## src/mrce_pkg.sv

```systemverilog
// Shared constants and interface types of the Manhattan ring cell enumerator.
`default_nettype none

package mrce_pkg;

  // Largest grid edge; the effective row and column counts are clamped to it
  localparam int unsigned MaxDim   = 256;
  localparam int unsigned DimW     = $clog2(MaxDim + 1);
  localparam int unsigned CoordW   = $clog2(MaxDim);
  localparam int unsigned DistW    = DimW;
  localparam int unsigned SgnW     = DistW + 2;
  localparam int unsigned DataW    = 32;
  localparam int unsigned AddrW    = 4;

  // Register indexes on the configuration port
  typedef enum logic [1:0] {
    RegGridRows  = 2'd0,
    RegGridCols  = 2'd1,
    RegCenterRow = 2'd2,
    RegCenterCol = 2'd3
  } reg_idx_e;

  // Effective grid settings after clamping
  typedef struct packed {
    logic [DimW-1:0]   rows;
    logic [DimW-1:0]   cols;
    logic [CoordW-1:0] crow;
    logic [CoordW-1:0] ccol;
    logic [DistW-1:0]  maxd;
  } cfg_t;

  // Controller to datapath commands
  typedef struct packed {
    logic start;
    logic step;
    logic commit;
    logic set_fin;
    logic rec;
    logic rec_exh;
    logic rec_last;
    logic load_out;
  } cmd_t;

  // Datapath to controller status
  typedef struct packed {
    logic fin;
    logic over;
    logic hit;
  } sts_t;

endpackage

`default_nettype wire

```

## src/mrce_cfg.sv

```systemverilog
// Configuration registers and clamped grid settings of the enumerator.
`default_nettype none

module mrce_cfg (
  input  wire logic                       clk_i,
  input  wire logic                       rst_ni,
  input  wire logic                       psel,
  input  wire logic                       penable,
  input  wire logic                       pwrite,
  input  wire logic [mrce_pkg::AddrW-1:0] paddr,
  input  wire logic [mrce_pkg::DataW-1:0] pwdata,
  output logic      [mrce_pkg::DataW-1:0] prdata,
  output mrce_pkg::cfg_t                  cfg_o
);
  import mrce_pkg::*;

  logic [DimW-1:0]   rows_q, cols_q;
  logic [CoordW-1:0] crow_q, ccol_q;
  reg_idx_e          idx;
  logic              wr_en;
  logic [DimW-1:0]   rows_eff, cols_eff;
  logic [CoordW-1:0] cr_eff, cc_eff, rem_r, rem_c, far_r, far_c;
  cfg_t              cfg_d, cfg_q;

  assign idx   = reg_idx_e'(paddr[3:2]);
  assign wr_en = psel && penable && pwrite;

  // Hold the register file
  always_ff @(posedge clk_i or negedge rst_ni) begin
    if (!rst_ni) begin
      rows_q <= DimW'(1);
      cols_q <= DimW'(1);
      crow_q <= '0;
      ccol_q <= '0;
    end else if (wr_en) begin
      unique case (idx)
        RegGridRows:  rows_q <= pwdata[DimW-1:0];
        RegGridCols:  cols_q <= pwdata[DimW-1:0];
        RegCenterRow: crow_q <= pwdata[CoordW-1:0];
        RegCenterCol: ccol_q <= pwdata[CoordW-1:0];
        default: ;
      endcase
    end
  end

  // Read back
  always_comb begin
    unique case (idx)
      RegGridRows:  prdata = {{(DataW-DimW){1'b0}}, rows_q};
      RegGridCols:  prdata = {{(DataW-DimW){1'b0}}, cols_q};
      RegCenterRow: prdata = {{(DataW-CoordW){1'b0}}, crow_q};
      RegCenterCol: prdata = {{(DataW-CoordW){1'b0}}, ccol_q};
      default:      prdata = '0;
    endcase
  end

  // Clamp the grid size and center, then find the farthest corner distance
  always_comb begin
    if (rows_q == '0)                rows_eff = DimW'(1);
    else if (rows_q > DimW'(MaxDim)) rows_eff = DimW'(MaxDim);
    else                             rows_eff = rows_q;
    if (cols_q == '0)                cols_eff = DimW'(1);
    else if (cols_q > DimW'(MaxDim)) cols_eff = DimW'(MaxDim);
    else                             cols_eff = cols_q;

    cr_eff = ({1'b0, crow_q} < rows_eff) ? crow_q : CoordW'(rows_eff - DimW'(1));
    cc_eff = ({1'b0, ccol_q} < cols_eff) ? ccol_q : CoordW'(cols_eff - DimW'(1));
    rem_r  = CoordW'(rows_eff - DimW'(1) - {1'b0, cr_eff});
    rem_c  = CoordW'(cols_eff - DimW'(1) - {1'b0, cc_eff});
    far_r  = (cr_eff > rem_r) ? cr_eff : rem_r;
    far_c  = (cc_eff > rem_c) ? cc_eff : rem_c;

    cfg_d.rows = rows_eff;
    cfg_d.cols = cols_eff;
    cfg_d.crow = cr_eff;
    cfg_d.ccol = cc_eff;
    cfg_d.maxd = DistW'({1'b0, far_r} + {1'b0, far_c});
  end

  // Register the derived settings computed from the register file
  always_ff @(posedge clk_i or negedge rst_ni) begin
    if (!rst_ni) begin
      cfg_q.rows <= DimW'(1);
      cfg_q.cols <= DimW'(1);
      cfg_q.crow <= '0;
      cfg_q.ccol <= '0;
      cfg_q.maxd <= '0;
    end else begin
      cfg_q <= cfg_d;
    end
  end

  assign cfg_o = cfg_q;

endmodule

`default_nettype wire

```

## src/mrce_ctrl.sv

```systemverilog
// Sequencing state machine of the enumerator: search, look-ahead and result handoff.
`default_nettype none

module mrce_ctrl (
  input  wire logic           clk_i,
  input  wire logic           rst_ni,
  input  wire logic           in_valid_i,
  output logic                in_ready_o,
  output logic                out_valid_o,
  input  wire logic           out_ready_i,
  input  wire mrce_pkg::sts_t sts_i,
  output mrce_pkg::cmd_t      cmd_o
);
  import mrce_pkg::*;

  typedef enum logic [1:0] {
    StIdle,
    StScan,
    StLook,
    StHold
  } state_e;

  state_e state_q, state_d;
  logic   out_valid_q, out_valid_d;

  // Decide the next step from the walk status
  always_comb begin
    state_d    = state_q;
    cmd_o      = '0;
    in_ready_o = 1'b0;
    unique case (state_q)
      StIdle: begin
        in_ready_o = 1'b1;
        if (in_valid_i) begin
          cmd_o.start = 1'b1;
          state_d     = StScan;
        end
      end
      StScan: begin
        if (sts_i.fin) begin
          cmd_o.rec     = 1'b1;
          cmd_o.rec_exh = 1'b1;
          state_d       = StHold;
        end else if (sts_i.over) begin
          cmd_o.set_fin = 1'b1;
          cmd_o.rec     = 1'b1;
          cmd_o.rec_exh = 1'b1;
          state_d       = StHold;
        end else if (sts_i.hit) begin
          cmd_o.commit = 1'b1;
          state_d      = StLook;
        end else begin
          cmd_o.step = 1'b1;
        end
      end
      StLook: begin
        if (sts_i.over) begin
          cmd_o.rec      = 1'b1;
          cmd_o.rec_last = 1'b1;
          state_d        = StHold;
        end else if (sts_i.hit) begin
          cmd_o.rec = 1'b1;
          state_d   = StHold;
        end else begin
          cmd_o.step = 1'b1;
        end
      end
      StHold: begin
        if (!out_valid_q || out_ready_i) begin
          cmd_o.load_out = 1'b1;
          state_d        = StIdle;
        end
      end
      default: state_d = StIdle;
    endcase

    out_valid_d = cmd_o.load_out ? 1'b1 : (out_ready_i ? 1'b0 : out_valid_q);
  end

  // Hold state and output valid
  always_ff @(posedge clk_i or negedge rst_ni) begin
    if (!rst_ni) begin
      state_q     <= StIdle;
      out_valid_q <= 1'b0;
    end else begin
      state_q     <= state_d;
      out_valid_q <= out_valid_d;
    end
  end

  assign out_valid_o = out_valid_q;

  // A new result never overwrites one that is still waiting
  a_no_overwrite: assert property (@(posedge clk_i) disable iff (!rst_ni)
    cmd_o.load_out |-> (!out_valid_q || out_ready_i))
    else $error("result loaded over a pending transfer");

  // A cell is committed only when it lies in the grid within the last ring
  a_commit_hit: assert property (@(posedge clk_i) disable iff (!rst_ni)
    cmd_o.commit |-> (sts_i.hit && !sts_i.over && !sts_i.fin))
    else $error("commit without an in-grid candidate");

  // A recorded result is handed out before the next item is taken
  a_rec_hold: assert property (@(posedge clk_i) disable iff (!rst_ni)
    cmd_o.rec |=> (state_q == StHold && !in_ready_o))
    else $error("recorded result not held");

endmodule

`default_nettype wire

```

## src/mrce_dp.sv

```systemverilog
// Ring walk datapath: walk position, candidate generation, bounds check and result registers.
`default_nettype none

module mrce_dp (
  input  wire logic                        clk_i,
  input  wire logic                        rst_ni,
  input  wire logic                        restart_i,
  input  wire mrce_pkg::cfg_t              cfg_i,
  input  wire mrce_pkg::cmd_t              cmd_i,
  output mrce_pkg::sts_t                   sts_o,
  output logic      [mrce_pkg::CoordW-1:0] cell_row_o,
  output logic      [mrce_pkg::CoordW-1:0] cell_col_o,
  output logic      [mrce_pkg::DistW-1:0]  cell_distance_o,
  output logic                             is_last_o,
  output logic                             exhausted_o
);
  import mrce_pkg::*;

  // Candidate order within one ring
  typedef enum logic [2:0] {
    PosRight = 3'd0,
    PosLeft  = 3'd1,
    PosDnRt  = 3'd2,
    PosDnLt  = 3'd3,
    PosUpRt  = 3'd4,
    PosUpLt  = 3'd5,
    PosDown  = 3'd6,
    PosUp    = 3'd7
  } ring_pos_e;

  typedef struct packed {
    logic [DistW-1:0] d;
    logic [DistW-1:0] j;
    ring_pos_e        p;
  } walk_t;

  // Step to the next candidate of the walk
  function automatic walk_t adv(input walk_t w);
    walk_t n;
    n = w;
    if (w.d == '0) begin
      n.d = DistW'(1);
      n.j = '0;
      n.p = PosRight;
    end else begin
      case (w.p)
        PosRight: n.p = PosLeft;
        PosLeft: begin
          if (w.d > DistW'(1)) begin
            n.p = PosDnRt;
            n.j = DistW'(1);
          end else begin
            n.p = PosDown;
          end
        end
        PosDnRt: n.p = PosDnLt;
        PosDnLt: n.p = PosUpRt;
        PosUpRt: n.p = PosUpLt;
        PosUpLt: begin
          n.j = w.j + DistW'(1);
          n.p = (n.j < w.d) ? PosDnRt : PosDown;
        end
        PosDown: n.p = PosUp;
        default: begin
          n.d = w.d + DistW'(1);
          n.j = '0;
          n.p = PosRight;
        end
      endcase
    end
    return n;
  endfunction

  walk_t                   pos_q, scan_q, scan_adv;
  logic                    fin_q;
  logic signed [SgnW-1:0]  sd, sj, smj, dr, dc, cand_r, cand_c;
  logic                    in_r, in_c;
  logic [CoordW-1:0]       fnd_row_q, fnd_col_q;
  logic [DistW-1:0]        fnd_dist_q;
  logic                    res_exh_q, res_last_q;
  logic [CoordW-1:0]       out_row_q, out_col_q;
  logic [DistW-1:0]        out_dist_q;
  logic                    out_last_q, out_exh_q;

  assign scan_adv = adv(scan_q);

  // Form the candidate offset from the walk position
  always_comb begin
    sd  = $signed({2'b00, scan_q.d});
    sj  = $signed({2'b00, scan_q.j});
    smj = $signed({2'b00, DistW'(scan_q.d - scan_q.j)});
    dr  = '0;
    dc  = '0;
    if (scan_q.d != '0) begin
      case (scan_q.p)
        PosRight: dc = sd;
        PosLeft:  dc = -sd;
        PosDnRt: begin dr = sj;  dc = smj;  end
        PosDnLt: begin dr = sj;  dc = -smj; end
        PosUpRt: begin dr = -sj; dc = smj;  end
        PosUpLt: begin dr = -sj; dc = -smj; end
        PosDown:  dr = sd;
        default:  dr = -sd;
      endcase
    end
    cand_r = $signed({{(SgnW-CoordW){1'b0}}, cfg_i.crow}) + dr;
    cand_c = $signed({{(SgnW-CoordW){1'b0}}, cfg_i.ccol}) + dc;
    in_r   = !cand_r[SgnW-1] && (cand_r < $signed({{(SgnW-DimW){1'b0}}, cfg_i.rows}));
    in_c   = !cand_c[SgnW-1] && (cand_c < $signed({{(SgnW-DimW){1'b0}}, cfg_i.cols}));
  end

  assign sts_o.fin  = fin_q;
  assign sts_o.over = scan_q.d > cfg_i.maxd;
  assign sts_o.hit  = in_r && in_c;

  // Hold the committed walk position and the end flag
  always_ff @(posedge clk_i or negedge rst_ni) begin
    if (!rst_ni) begin
      pos_q  <= '0;
      scan_q <= '0;
      fin_q  <= 1'b0;
    end else begin
      if (cmd_i.start) begin
        scan_q <= restart_i ? walk_t'('0) : pos_q;
        if (restart_i) begin
          pos_q <= '0;
          fin_q <= 1'b0;
        end
      end else begin
        if (cmd_i.step || cmd_i.commit) scan_q <= scan_adv;
        if (cmd_i.commit)               pos_q  <= scan_adv;
        if (cmd_i.set_fin)              fin_q  <= 1'b1;
      end
    end
  end

  // Capture the found cell and the result flags
  always_ff @(posedge clk_i) begin
    if (cmd_i.commit) begin
      fnd_row_q  <= cand_r[CoordW-1:0];
      fnd_col_q  <= cand_c[CoordW-1:0];
      fnd_dist_q <= scan_q.d;
    end
    if (cmd_i.rec) begin
      res_exh_q  <= cmd_i.rec_exh;
      res_last_q <= cmd_i.rec_last;
    end
  end

  // Load the output register; an exhausted result carries zero fields
  always_ff @(posedge clk_i) begin
    if (cmd_i.load_out) begin
      out_exh_q  <= res_exh_q;
      out_row_q  <= res_exh_q ? '0 : fnd_row_q;
      out_col_q  <= res_exh_q ? '0 : fnd_col_q;
      out_dist_q <= res_exh_q ? '0 : fnd_dist_q;
      out_last_q <= res_exh_q ? 1'b0 : res_last_q;
    end
  end

  assign cell_row_o      = out_row_q;
  assign cell_col_o      = out_col_q;
  assign cell_distance_o = out_dist_q;
  assign is_last_o       = out_last_q;
  assign exhausted_o     = out_exh_q;

  // Inside a quadrant sweep the row offset stays strictly inside the ring
  a_offset_in_ring: assert property (@(posedge clk_i) disable iff (!rst_ni)
    ((scan_q.p == PosDnRt || scan_q.p == PosDnLt || scan_q.p == PosUpRt ||
      scan_q.p == PosUpLt) && scan_q.d != '0)
      |-> (scan_q.j != '0 && scan_q.j < scan_q.d))
    else $error("row offset outside ring");

  // A restart puts the walk back on the center with the end flag clear
  a_restart_clears: assert property (@(posedge clk_i) disable iff (!rst_ni)
    (cmd_i.start && restart_i) |=> (pos_q == '0 && scan_q == '0 && !fin_q))
    else $error("restart did not clear the walk");

  // A committed candidate always lies inside the grid
  a_commit_in_grid: assert property (@(posedge clk_i) disable iff (!rst_ni)
    cmd_i.commit |-> (in_r && in_c))
    else $error("committed cell outside grid");

endmodule

`default_nettype wire

```

## src/manhattan_ring_cell_enumerator_core.sv

```systemverilog
// Top level of the Manhattan ring cell enumerator.
`default_nettype none

// Each request on the input channel returns one cell of the configured grid, walking
// outward from the center in rings of equal Manhattan distance: right, left, the four
// diagonal cells for each row offset, then down and up; cells outside the grid are
// skipped. A request with restart set begins again at the center. After the last cell
// (flagged by is_last) each request returns exhausted until a restart. The walk unit
// checks one ring candidate per cycle, first to find the cell and then to look ahead
// for the next one, so requests near edges and corners, where many candidates fall
// outside the grid, scan more candidates. Register writes reach the walk through the
// registered derived settings; grid sizes of zero count as one and the center is
// clamped into the grid. A finished result sits in an output register, and the next
// request is taken while it waits.
module manhattan_ring_cell_enumerator_core (
  input  wire logic                        clk_i,
  input  wire logic                        rst_ni,
  input  wire logic                        psel,
  input  wire logic                        penable,
  input  wire logic                        pwrite,
  input  wire logic [mrce_pkg::AddrW-1:0]  paddr,
  input  wire logic [mrce_pkg::DataW-1:0]  pwdata,
  output logic      [mrce_pkg::DataW-1:0]  prdata,
  output logic                             pready,
  input  wire logic                        in_valid_i,
  output logic                             in_ready_o,
  input  wire logic                        restart_i,
  output logic                             out_valid_o,
  input  wire logic                        out_ready_i,
  output logic      [mrce_pkg::CoordW-1:0] cell_row_o,
  output logic      [mrce_pkg::CoordW-1:0] cell_col_o,
  output logic      [mrce_pkg::DistW-1:0]  cell_distance_o,
  output logic                             is_last_o,
  output logic                             exhausted_o
);
  import mrce_pkg::*;

  cfg_t cfg;
  cmd_t cmd;
  sts_t sts;

  assign pready = 1'b1;

  // Configuration registers
  mrce_cfg u_cfg (
    .clk_i   (clk_i),
    .rst_ni  (rst_ni),
    .psel    (psel),
    .penable (penable),
    .pwrite  (pwrite),
    .paddr   (paddr),
    .pwdata  (pwdata),
    .prdata  (prdata),
    .cfg_o   (cfg)
  );

  // Sequencer
  mrce_ctrl u_ctrl (
    .clk_i       (clk_i),
    .rst_ni      (rst_ni),
    .in_valid_i  (in_valid_i),
    .in_ready_o  (in_ready_o),
    .out_valid_o (out_valid_o),
    .out_ready_i (out_ready_i),
    .sts_i       (sts),
    .cmd_o       (cmd)
  );

  // Walk datapath
  mrce_dp u_dp (
    .clk_i           (clk_i),
    .rst_ni          (rst_ni),
    .restart_i       (restart_i),
    .cfg_i           (cfg),
    .cmd_i           (cmd),
    .sts_o           (sts),
    .cell_row_o      (cell_row_o),
    .cell_col_o      (cell_col_o),
    .cell_distance_o (cell_distance_o),
    .is_last_o       (is_last_o),
    .exhausted_o     (exhausted_o)
  );

endmodule

`default_nettype wire

```

## config.mk

```make
export PLATFORM = sky130hd
export DESIGN_NAME = manhattan_ring_cell_enumerator_core
export DESIGN_NICKNAME = d
export VERILOG_FILES = /design/src/mrce_pkg.sv /design/src/mrce_cfg.sv /design/src/mrce_ctrl.sv /design/src/mrce_dp.sv /design/src/manhattan_ring_cell_enumerator_core.sv
export SDC_FILE = /design/constraint.sdc
export NUM_CORES = 1
export LEC_CHECK = 0
export ABC_CLOCK_PERIOD_IN_PS = 8300
export BUFFER_PORTS_ARGS = -buffer_cell sky130_fd_sc_hd__buf_2
export CAP_MARGIN = 20
export CORE_AREA = 2 2 174 176
export DETAILED_ROUTE_END_ITERATION = 6
export DIE_AREA = 0 0 176 178
export PLACE_DENSITY = 0.63
export SKIP_LAST_GASP = 1
export SLEW_MARGIN = 25
export SYNTH_ARGS = -nofsm -noshare
export SYNTH_HDL_FRONTEND = slang
export SYNTH_SLANG_ARGS = --single-unit
```

## constraint.sdc

```tcl
create_clock -name clk_i -period 8.3 [get_ports clk_i]
set_input_delay 0.83 -clock clk_i [delete_from_list [all_inputs] [get_ports clk_i]]
set_output_delay 0.83 -clock clk_i [all_outputs]
set_load 0.05 [all_outputs]
```

==> flow_summary_export.csv <==
group,metric,value,unit
status,status,"finished with violations",
status,violations,"design-rule violations",
cts,hold_buffers,0,
cts,clk_latency,440,ps
sta,max_slew_margin,0.339,
yosys,netlist_instances,1297,
worst_setup_path,ff2ff_path_depth,33,
yosys,synth-seq-cells,177,
cts,cts_made_buffers,17,
place,dp_slack,975,ps
layout,syn_to_final_growth,9.22,%
global_routing,overflow,0,
worst_setup_path,r2r_setup_slack,910,ps
die,die_y,178,um
detailed_routing,wl_per_cell,18.0,um
global_routing,antenna_found_initial,0,
sta,post-route-period-util,0.891,
worst_setup_path,worstPathRequired,8620,ps
die,rows,63,
yosys,avgSynthCellArea,9.86,um2
worst_setup_path,worst_setup_path_end_kind,"register",
worst_setup_path,worstReg2RegStart,"u_cfg.cols_q[3]",
yosys,synth_edf_count,54,
yosys,ys.flop_type,"dfrtp_1",
worst_setup_path,critPathMaxFanout,15,
cts,cts_buffer_depth,2,
layout,drive_gt1_frac,0.146,
worst_hold_path,min_path_type,"in -> async",
sta,setup_slack,909,ps
cts,cts-resized-gates,0,
worst_setup_path,worst_ep_arrival_time,7720,ps
sta,hold_viol_final,0,
cts,cts_tree,"done",
layout,antenna_cells,0,
place,dp_hpwl,23900,um
global_routing,grt.total_usage,0.205,
global_routing,grt_pass1_wl,50400,um
die,die_x,176,um
layout,layout_common_cells,"129 x ha_1, 119 x dfrtp_1, 107 x inv_1",
layout,fillers,2737,
sta,setup_violations,0,
detailed_routing,drc,2,
yosys,synthesis.area,12800,um2
worst_setup_path,critical_path.max_stage_delay,530,ps
detailed_routing,vias_per_cell,5.61,
worst_setup_path,start_kind,"register",
global_routing,grt_pass1_vias,9663,
sta,worst_pin_slew,991,ps
yosys,yosysWarnings,0,
layout,layout_commonest_cell,"ha_1",
die,start_util,0.435,
cts,htree_levels,4,
sta,fmax,135,MHz
sta,slew_violations,0,
die,core,29400,um2
detailed_routing,ant_nets,0,
place,numPortBuffers,56,
job,cap_violations,0,
sta,clock_skew,12.0,ps
cts,clkTransAtPathRegs,70,ps
yosys,async_flop_share,0.695,
detailed_routing,dr.pass1.iters,7,
die,dieArea,31300,um2
sta,layout_min_cycle_time,7390,ps
sta,setup_tns,0,ps
layout,fin_nets,1514,
detailed_routing,first_iter_violations,873,
worst_setup_path,rr_endpoint,"u_cfg.cfg_o[8]",
worst_setup_path,path_class,"reg -> reg",
sta,rsz0062_at_grt,"no",
cts,postCtsSetupBuffers,0,
die,io_pins,106,
worst_setup_path,crit_slowest_cell,"o31a_1",
global_routing,grt_max_degree,75,
yosys,yosysSeqAreaShare,0.368,
detailed_routing,routed_wl,31300,um
cts,clock_sinks,177,
yosys,yosysUniqueCellTypes,82,
place,globalplace.congestion,0.917,
cts,root_buffer,"clkbuf_16",
detailed_routing,vias,9749,
[worst max-delay path, delay by kind of cell (launching register included)]
family	cells	cell delay (ps)
multiplexers	2	570
XOR/XNOR	1	190
AO/OA/AOI/OAI	18	3530
flip-flops	1	460
buffers and inverters	2	360
AND/OR/NAND/NOR	6	930
adder cells (fa/ha/maj)	4	1230
[sequential cells by signal, indices dropped and copies added, names as in the netlist, 2 cells and up]
register and count:
u_dp.fnd_col_q 8, u_dp.scan_q 21, u_dp.pos_q 21, u_dp.fnd_dist_q 9, u_ctrl.state_q 2, u_dp.fnd_row_q 8, u_cfg.cfg_o 43, u_cfg.crow_q 8
u_cfg.rows_q 9, u_dp.cell_col_o 8, u_dp.cell_distance_o 9, u_cfg.cols_q 9, u_dp.cell_row_o 8, u_cfg.ccol_q 8
[worst max-delay path by stage]
stage	start	endpoint	slack [ps]	cells past startpoint
finish	u_cfg.cols_q[3]	u_cfg.cfg_o[8]	910	33
global route	u_cfg.rows_q[8]	u_cfg.cfg_o[7]	270	33
CTS	u_cfg.cols_q[3]	u_cfg.cfg_o[8]	960	33
detailed placement	u_cfg.cols_q[3]	u_cfg.cfg_o[8]	980	33
global placement	u_cfg.cols_q[3]	u_cfg.cfg_o[8]	1070	33
floorplan	u_cfg.rows_q[8]	u_cfg.cfg_o[8]	1420	36
[synthesized netlist by cell type, drive strengths merged, types with 11 or more instances]
master | number | area share
nor2 | 63 | 0.018
o21ai | 63 | 0.025
a211oi | 11 | 0.0078
clkbuf | 46 | 0.014
a22oi | 11 | 0.0065
edfxtp | 54 | 0.13
buf | 34 | 0.020
nand2 | 78 | 0.023
nor3 | 20 | 0.0078
a31oi | 14 | 0.0068
and2 | 11 | 0.0054
dfrtp | 119 | 0.23
xnor2 | 56 | 0.038
xor2 | 18 | 0.012
nand3 | 33 | 0.013
mux2 | 64 | 0.056
o21a | 25 | 0.015
nor2b | 42 | 0.021
nand2b | 27 | 0.013
o31ai | 11 | 0.0065
mux2i | 27 | 0.021
a21o | 17 | 0.010
inv | 107 | 0.031
a21oi | 66 | 0.026
ha | 129 | 0.13
[metrics by stage]
stage               hold slack, ps  utilization  cells  area [um2]
floorplan                      449            -   1319       12900
global placement               471        0.455   1706       13400
detailed placement             485        0.455   1706       13400
CTS                            406        0.475   1738       14000
global route                   443        0.475   1738       14000
finish                         398        0.475   1738       14000
[per-layer routing]
metal  track usage  vias up  part of all wire
li1              -     4690                 -
met1         0.271     4706              0.46
met2         0.337      288              0.46
met3        0.0296       65             0.050
met4        0.0878        0             0.032
met5             0        -                 0
[cell type report]
cell class,instances,area (um2),area share
inverter,108,405,0.0290
sequential,177,4700,0.337
tap,390,488,0.0349
multi-input combinational,954,7340,0.526
timing repair buffer,77,444,0.0318
clock buffer,20,459,0.0329
clock inverter,12,123,0.00878
[cell families after synthesis]
family,synth area share
xor gates and xnor gates,0.0507
muxes,0.0916
buffers and inverters,0.0651
and+or+nand+nor,0.127
AOI/OAI and AO/OA,0.162
other,0.000587
DFF,0.368
adders and majority gates,0.136
Power is not shown: default switching activity piles up to over one toggle a cycle in this logic, so the estimate is an artifact.
